`config.mk`:
```
export PLATFORM = sky130hd
export DESIGN_NAME = time_of_day_clock_alarm_windows_top
export DESIGN_NICKNAME = d
export VERILOG_FILES = /design/src/rtl/todc_pkg.sv /design/src/rtl/time_of_day_clock_alarm_windows_top.sv /design/src/rtl/todc_step.sv
export SDC_FILE = /design/constraint.sdc
export NUM_CORES = 1
export LEC_CHECK = 0
export BUFFER_PORTS_ARGS = -buffer_cell sky130_fd_sc_hd__buf_2
export CAP_MARGIN = 10
export CORE_MARGIN = 2
export CORE_UTILIZATION = 40
export CTS_CLUSTER_SIZE = 10
export DETAILED_ROUTE_END_ITERATION = 10
export SETUP_SLACK_MARGIN = 0.05
export SYNTH_ARGS = -nofsm -noshare
export SYNTH_HDL_FRONTEND = slang
export SYNTH_SLANG_ARGS = --single-unit
```
`constraint.sdc`:
```
create_clock -name clk -period 13.93 [get_ports clk]
set_clock_uncertainty 0.05 [all_clocks]
set_input_delay 1.393 -clock clk [delete_from_list [all_inputs] [get_ports clk]]
set_output_delay 1.393 -clock clk [all_outputs]
set_load 0.05 [all_outputs]
```
`src/rtl/todc_pkg.sv`:
```
// types and constants shared by the time-of-day clock with switching windows
package todc_pkg;

  // field widths
  localparam int unsigned HOUR_W     = 5;
  localparam int unsigned MIN_W      = 6;
  localparam int unsigned SEC_W      = 6;
  localparam int unsigned DIV_W      = 8;
  localparam int unsigned TIME_W     = 17;
  localparam int unsigned CFG_IDX_W  = 3;
  localparam int unsigned CFG_DATA_W = 17;
  localparam int unsigned MAX_WIN    = 3;

  // time limits
  localparam logic [HOUR_W-1:0] HOUR_MAX = 5'd23;
  localparam logic [MIN_W-1:0]  MIN_MAX  = 6'd59;
  localparam logic [SEC_W-1:0]  SEC_MAX  = 6'd59;

  // register indexes
  localparam logic [CFG_IDX_W-1:0] REG_TICK_DIVIDE = 3'd0;
  localparam logic [CFG_IDX_W-1:0] REG_WIN_BASE    = 3'd1;

  // reset values
  localparam logic [DIV_W-1:0] TICK_DIVIDE_RESET = 8'd2;
  localparam logic [MAX_WIN-1:0][TIME_W-1:0] WIN_START_RESET = {17'd448, 17'd256, 17'd64};
  localparam logic [MAX_WIN-1:0][TIME_W-1:0] WIN_END_RESET   = {17'd576, 17'd384, 17'd192};

  // operation codes
  typedef enum logic {
    OP_TICK = 1'b0,
    OP_LOAD = 1'b1
  } op_t;

  // input transaction
  typedef struct packed {
    op_t               operation;
    logic [HOUR_W-1:0] load_hour;
    logic [MIN_W-1:0]  load_minute;
    logic [SEC_W-1:0]  load_second;
  } in_t;

  // result transaction
  typedef struct packed {
    logic [HOUR_W-1:0] hour;
    logic [MIN_W-1:0]  minute;
    logic [SEC_W-1:0]  second;
    logic              switch_level;
  } out_t;

  // clock state carried between transactions
  typedef struct packed {
    logic [DIV_W-1:0]  prescale;
    logic [HOUR_W-1:0] hour;
    logic [MIN_W-1:0]  minute;
    logic [SEC_W-1:0]  second;
    logic              level;
  } state_t;

endpackage

```
`src/rtl/time_of_day_clock_alarm_windows_top.sv`:
```
// top level: config registers, clock state and registered result
// the output register holds the result of an accepted transaction from the following cycle
// throughput: one transaction per cycle while not stalled; the state update is a single pass of todc_step
// input stalls only while a held result is itself stalled
// reset (rst, synchronous): time 00:00:00, prescale 0, level low, output empty,
// tick_divide 2 and windows 0:01:00-0:03:00, 0:04:00-0:06:00, 0:07:00-0:09:00
module time_of_day_clock_alarm_windows_top import todc_pkg::*; #(
  parameter int unsigned NUM_WINDOWS = 3
) (
  input  logic                  clk,
  input  logic                  rst,
  input  logic                  cfg_wr_en,
  input  logic [CFG_IDX_W-1:0]  cfg_index,
  input  logic [CFG_DATA_W-1:0] cfg_data,
  input  logic                  in_valid,
  output logic                  in_stall,
  input  in_t                   in_data,
  output logic                  out_valid,
  input  logic                  out_stall,
  output out_t                  out_data
);

  logic [DIV_W-1:0]                   tick_divide;
  logic [NUM_WINDOWS-1:0][TIME_W-1:0] win_start;
  logic [NUM_WINDOWS-1:0][TIME_W-1:0] win_end;
  state_t                             state;
  state_t                             state_next;
  logic                               in_take;

  // divide register
  always_ff @(posedge clk) begin
    if (rst) begin
      tick_divide <= TICK_DIVIDE_RESET;
    end else if (cfg_wr_en && cfg_index == REG_TICK_DIVIDE) begin
      tick_divide <= cfg_data[DIV_W-1:0];
    end
  end

  // window registers, start and end of each window at consecutive indexes
  for (genvar w = 0; w < NUM_WINDOWS; w++) begin : g_win
    localparam logic [CFG_IDX_W-1:0] START_IDX = REG_WIN_BASE + CFG_IDX_W'(2 * w);
    localparam logic [CFG_IDX_W-1:0] END_IDX   = START_IDX + CFG_IDX_W'(1);
    always_ff @(posedge clk) begin
      if (rst) begin
        win_start[w] <= WIN_START_RESET[w];
        win_end[w]   <= WIN_END_RESET[w];
      end else if (cfg_wr_en) begin
        if (cfg_index == START_IDX) win_start[w] <= cfg_data[TIME_W-1:0];
        if (cfg_index == END_IDX)   win_end[w]   <= cfg_data[TIME_W-1:0];
      end
    end
  end

  // handshake
  assign in_stall = out_valid && out_stall;
  assign in_take  = in_valid && !in_stall;

  todc_step #(
    .NUM_WINDOWS (NUM_WINDOWS)
  ) u_step (
    .cur         (state),
    .item        (in_data),
    .tick_divide (tick_divide),
    .win_start   (win_start),
    .win_end     (win_end),
    .nxt         (state_next)
  );

  // clock state
  always_ff @(posedge clk) begin
    if (rst) begin
      state <= '0;
    end else if (in_take) begin
      state <= state_next;
    end
  end

  // output register
  always_ff @(posedge clk) begin
    if (rst) begin
      out_valid <= 1'b0;
    end else if (in_take) begin
      out_valid <= 1'b1;
    end else if (!out_stall) begin
      out_valid <= 1'b0;
    end
  end

  always_ff @(posedge clk) begin
    if (in_take) begin
      out_data.hour         <= state_next.hour;
      out_data.minute       <= state_next.minute;
      out_data.second       <= state_next.second;
      out_data.switch_level <= state_next.level;
    end
  end

endmodule

```
`src/rtl/todc_step.sv`:
```
// next-state logic: prescaler, time advance, load saturation and window compare
module todc_step import todc_pkg::*; #(
  parameter int unsigned NUM_WINDOWS = 3
) (
  input  state_t                                cur,
  input  in_t                                   item,
  input  logic [DIV_W-1:0]                      tick_divide,
  input  logic [NUM_WINDOWS-1:0][TIME_W-1:0]    win_start,
  input  logic [NUM_WINDOWS-1:0][TIME_W-1:0]    win_end,
  output state_t                                nxt
);

  logic [DIV_W-1:0]  pre_inc;
  logic              sec_step;
  logic              sec_wrap;
  logic              min_wrap;
  logic [HOUR_W-1:0] hour_adv;
  logic [MIN_W-1:0]  min_adv;
  logic [SEC_W-1:0]  sec_adv;
  logic [TIME_W-1:0] now;
  logic              lvl;

  // prescaler and carry chain through seconds, minutes, hours
  always_comb begin
    pre_inc  = cur.prescale + DIV_W'(1);
    sec_step = (pre_inc >= tick_divide);
    sec_wrap = (cur.second >= SEC_MAX);
    min_wrap = (cur.minute >= MIN_MAX);
    sec_adv  = cur.second;
    min_adv  = cur.minute;
    hour_adv = cur.hour;
    if (sec_step) begin
      sec_adv = sec_wrap ? '0 : cur.second + SEC_W'(1);
      if (sec_wrap) begin
        min_adv = min_wrap ? '0 : cur.minute + MIN_W'(1);
        if (min_wrap) begin
          hour_adv = (cur.hour >= HOUR_MAX) ? '0 : cur.hour + HOUR_W'(1);
        end
      end
    end
  end

  // window compare, later matches override earlier ones
  always_comb begin
    now = {hour_adv, min_adv, sec_adv};
    lvl = cur.level;
    for (int w = 0; w < NUM_WINDOWS; w++) begin
      if (now == win_start[w]) lvl = 1'b1;
      if (now == win_end[w])   lvl = 1'b0;
    end
  end

  // select between load and tick
  always_comb begin
    nxt = cur;
    unique case (item.operation)
      OP_LOAD: begin
        nxt.hour   = (item.load_hour > HOUR_MAX)  ? HOUR_MAX : item.load_hour;
        nxt.minute = (item.load_minute > MIN_MAX) ? MIN_MAX  : item.load_minute;
        nxt.second = (item.load_second > SEC_MAX) ? SEC_MAX  : item.load_second;
      end
      OP_TICK: begin
        nxt.prescale = sec_step ? '0 : pre_inc;
        nxt.hour     = hour_adv;
        nxt.minute   = min_adv;
        nxt.second   = sec_adv;
        nxt.level    = lvl;
      end
      default: nxt = cur;
    endcase
  end

endmodule

```
* Word level (Yosys, flattened, before mapping)
Index checks and enable logic that the tools add are counted.
** Storage, ports and cells
- Bits in registers :: 155
- Output and inout port bits :: 20
- Logic and storage cells :: 77
** Operators by class
- Add/subtract/negate cells :: 4
- $lt $le $gt $ge :: 7
- Equality and inequality tests :: 13
- Muxes and demuxes :: 23
- Bitwise logic cells :: 1
- Reduce and logical (&&, ||, !) cells :: 12
** Operators by type and width (number)
- $eq 17x17->1 :: 6
- $mux 6 :: 7
- $pmux 17 s2 :: 1
- $mux 5 :: 5
- $reduce_and 2->1 :: 7
- $add 6x1->6 const B :: 2
- $ge 6x6->1 const B :: 2
- $gt 6x6->1 const B :: 2
- $eq 3x3->1 const B :: 3
- $mux 1 :: 9
- $add 8x1->8 const B :: 1
- $ge 8x8->1 :: 1
- $mux 8 :: 1
- $eq 3x2->1 const B :: 2
- $add 5x1->5 const B :: 1
- $ge 5x5->1 const B :: 1
- $gt 5x5->1 const B :: 1
- $eq 3x1->1 const B :: 1
- $logic_and 1x1->1 :: 3
- $logic_not 3->1 :: 1
- $ne 2x1->1 const B :: 1
- $logic_not 1->1 :: 1
- $not 1->1 :: 1

* Longest topological paths before layout
- Depth in word-level cells :: 13
- Mapped depth :: 18
- Mapped depth without buffers :: 15

* Cells and area by module
Synthesis repeated with hierarchy kept, for this count alone.
** Unflattened totals
- Cells, all modules :: 990
- Area total of the unflattened synthesis :: 9186.3 µm²
** Modules (own cells, without submodules)
- time_of_day_clock_alarm_windows_top :: instances 1, cells each 530, area an instance 6083.3 µm², seq. area each 3283.1 µm²
- todc_step :: instances 1, cells each 460, area an instance 3103.0 µm², seq. area each 0.0 µm²

* Worst setup path after synthesis
OpenSTA, ideal clock, no wires.
- Path type :: register to register
- Start point :: reg state[20] (netlist name)
- End point :: reg out_data[0] (netlist name), data pin
- Setup time :: 0.268 ns
- Arrival time :: 4.120 ns
- Data required time :: 13.612 ns
- Slack :: 9.491 ns
- Stages on the path, launching flop included :: 17
- Buffers on the path :: 1
- Clock period less this slack :: 4.439 ns
- Path through :: dfxtp_1 > and3_1 > and3_1 > nand3_1 > xnor2_1 > ha_1 > nand2_1 > a211o_4 > o21ai_2 > clkbuf_1 > a31oi_1 > nor2_1 > xor2_1 > o211ai_1 > or4_1 > o41ai_1 > o31ai_1
** RTL lines
- start, declared :: RTL line time_of_day_clock_alarm_windows_top.sv:26 : state_t state;
- start signal, assigned :: RTL line time_of_day_clock_alarm_windows_top.sv:74 : state <= state_next;
- end, declared :: RTL line time_of_day_clock_alarm_windows_top.sv:20 : output out_t out_data

==> flow_summary.yaml <==
synth:
  synth_area_per_cell_um2: 7.73
  ys_types: 76
  synth-seq-cells: 155
  syn_nets: 1117
  synth_flop_cell: "dfxtp_1"
  synth_compound_area_share_pct: 20.6
  synth-async-reset-ratio_pct: 0
  yosys_warnings: 0
  syn-instance-count: 1062
  synth_fa_ha_area_share_pct: 2.07
  synth_edf_count: 18
  yosys.area_share.xor_xnor_pct: 7.15
  synthesis.area_um2: 8200
  synthMuxAreaShare_pct: 0.656
  ys_seq_area_share_pct: 40.0
  synth_top_family_by_area: "simple AND/OR/NAND/NOR gates"
  synth-simple-area-share_pct: 25.6
cts:
  cts_setup_buffers: 0
  cts_root_buffer: "clkbuf_16"
  clock_latency_ns: 0.44
  cts_resized: 0
  cts_tree: "built"
  htreeDepth: 4
  hold_buffers: 0
  cts_buffers: 17
  cts.path.max_buffers: 2
  clkTransAtPathRegs_ns: 0.07
  cts.sinks: 155
sta:
  hold_ws_ns: 0.409
  fmaxAchievable_ghz: 0.187
  finalHoldViolations: 0
  fin_tns_setup_ns: 0
  rsz0062_at_grt: "no"
  report.final.slew_viol_count: 0
  maxSlewHeadroom_pct: 31.4
  tightestPinTransition_ns: 1.03
  finalSetupViolCount: 0
  min_period_over_period_pct: 38.3
  period_needed_ns: 5.33
power:
  power_mw: 1.16
  powerDensity_nw_per_um2: 125
  ir_worst_vdd_mv: 0.0846
  leakagePower_nw: 3.43
placement:
  hpwl_mm: 19.6
  place.port_buffers: 62
  place_congestion: 0.948
  dp.cells: 1339
drt:
  antenna_left: 0
  wl_mm: 27.4
  drt-vias-per-instance: 5.73
  wl_per_cell_um: 20.0
  dr_total_vias: 7846
  drt_iter0_markers: 852
  drtPass1Iterations: 6
  drc_errors: 0
floorplanning:
  dieHeight_um: 147
  core-area_um2: 20200
  chipWidth_um: 147
  die_area_um2: 21700
  num_rows: 52
  ios: 63
  start_util_pct: 40.7
cells_and_area:
  n_antenna_cell: 0
  final_cell_mix: "285 x nand2_1, 145 x a21oi_1, 137 x dfxtp_1"
  final_util_pct: 46.2
  final_cells: 1370
  drive_above_1_share_pct: 11.0
  area_delta_synth_final_pct: 13.5
  final_common_cell: "nand2_1"
  nets: 1143
worst_setup_path:
  crit_required_ns: 14.04
  crit_chain: "and3_1, and3_1, nand3_1, xnor2_1, ha_1, nand2_1, a211o_4, o21ai_2, buf_4, mux2i_2, xnor2_1, a2111oi_0, nand4_1, or4_1, o41ai_1, o31ai_1"
  end_kind: "flip-flop"
  critPathArrivalTime_ns: 5.44
  crit_path_top_delay_cell: "mux2i_2"
  critPathMaxStageDelay_ns: 0.59
  worst-path-buf-inv: 1
  path_delay_family: "compound AO/OA/AOI/OAI gates"
  cp_max_fo: 19
  startpoint_type: "flip-flop"
  critPathKind: "flip-flop to flip-flop"
grt:
  grt_max_degree: 97
  grtUsageTotal_pct: 25.6
  first_global_vias: 7355
  gr-total-overflow: 0
  grt_pass1_wl_mm: 42.7
  antenna_found_initial: 0
run_status:
  outcome: "complete, no violations"
run:
  cap_violations: 0
hold_path:
  hold_path.class: "flip-flop to flip-flop"
-- logic make-up (layout without fill, tap and decap cells) --
kind of cell,Yosys count,after routing
adder cells (fa/ha/maj),14,14
flip-flops,155,155
multiplexers,5,5
AND/OR/NAND/NOR,470,470
buffers and inverters,84,122
XOR/XNOR,67,67
AO/OA/AOI/OAI,267,267
-- through the flow --
stage	setup WS, ns	area (µm²)
2_1_floorplan	9.49	8200
5_1_grt	8.27	9310
3_3_place_gp	8.86	8680
6_report	8.60	9310
4_1_cts	8.68	9310
3_5_place_dp	8.70	8680
-- power breakdown --
group | total, mW | switching (mW) | leakage, nW | internal, mW
Sequential | 0.484 | 0.0165 | 1.29 | 0.468
Clock | 0.516 | 0.194 | 0.315 | 0.322
Combinational | 0.161 | 0.109 | 1.82 | 0.0516
Total | 1.16 | 0.320 | 3.43 | 0.841
-- Yosys cell counts (9+ instances only) --
| master | instances | area share [%] |
|---|---|---|
| a21oi_1 | 145 | 8.8 |
| and3_1 | 9 | 0.69 |
| clkbuf_1 | 58 | 2.7 |
| dfxtp_1 | 137 | 33 |
| edfxtp_1 | 18 | 6.6 |
| ha_1 | 12 | 1.8 |
| inv_1 | 22 | 1.0 |
| nand2_1 | 285 | 13 |
| nand3_1 | 30 | 1.8 |
| nand3b_1 | 16 | 1.5 |
| nand4_1 | 11 | 0.84 |
| nor2_1 | 52 | 2.4 |
| nor3_1 | 12 | 0.73 |
| nor4_1 | 10 | 0.76 |
| o21ai_0 | 33 | 2.0 |
| or3_1 | 10 | 0.76 |
| xnor2_1 | 35 | 3.7 |
| xor2_1 | 32 | 3.4 |
-- layer usage --
layer / track usage [%] / share of wire (%)
met1: 36.1 / 46
met2: 38.8 / 43
met3: 5.03 / 7.5
met4: 9.57 / 3.1
met5: 0 / 0
-- worst min-delay path, stage by stage (launching register included) --
cell and delay (ns):
dfxtp_1 0.31, nand2_1 0.05, a21oi_1 0.05
-- state kept, by name, summed over array words and instances, names as in the netlist --
| name | count |
|---|---|
| out_valid | 1 |
| out_data | 18 |
| tick_divide | 8 |
| win_start | 51 |
| win_end | 51 |
| state | 26 |
-- layout make-up --
cell class,count,area (µm²)
Fill cell,2077,10900
Multi-Input combinational cell,823,4610
Sequential cell,155,3280
Clock buffer,20,447
Timing Repair Buffer,68,358
Tap cell,270,338
Clock inverter,11,190
Inverter,23,86.3
-- worst paths after layout --
path / from / end / slack [ns] / cells after the start
max: state[20] / out_data[0] / 8.60 / 16
min: tick_divide[2] / tick_divide[2] / 0.41 / 2
max reg2reg: state[20] / out_data[0] / 8.60 / 16
min reg2reg: tick_divide[2] / tick_divide[2] / 0.41 / 2
No activity file was read; power rests on OpenSTA's default activity.
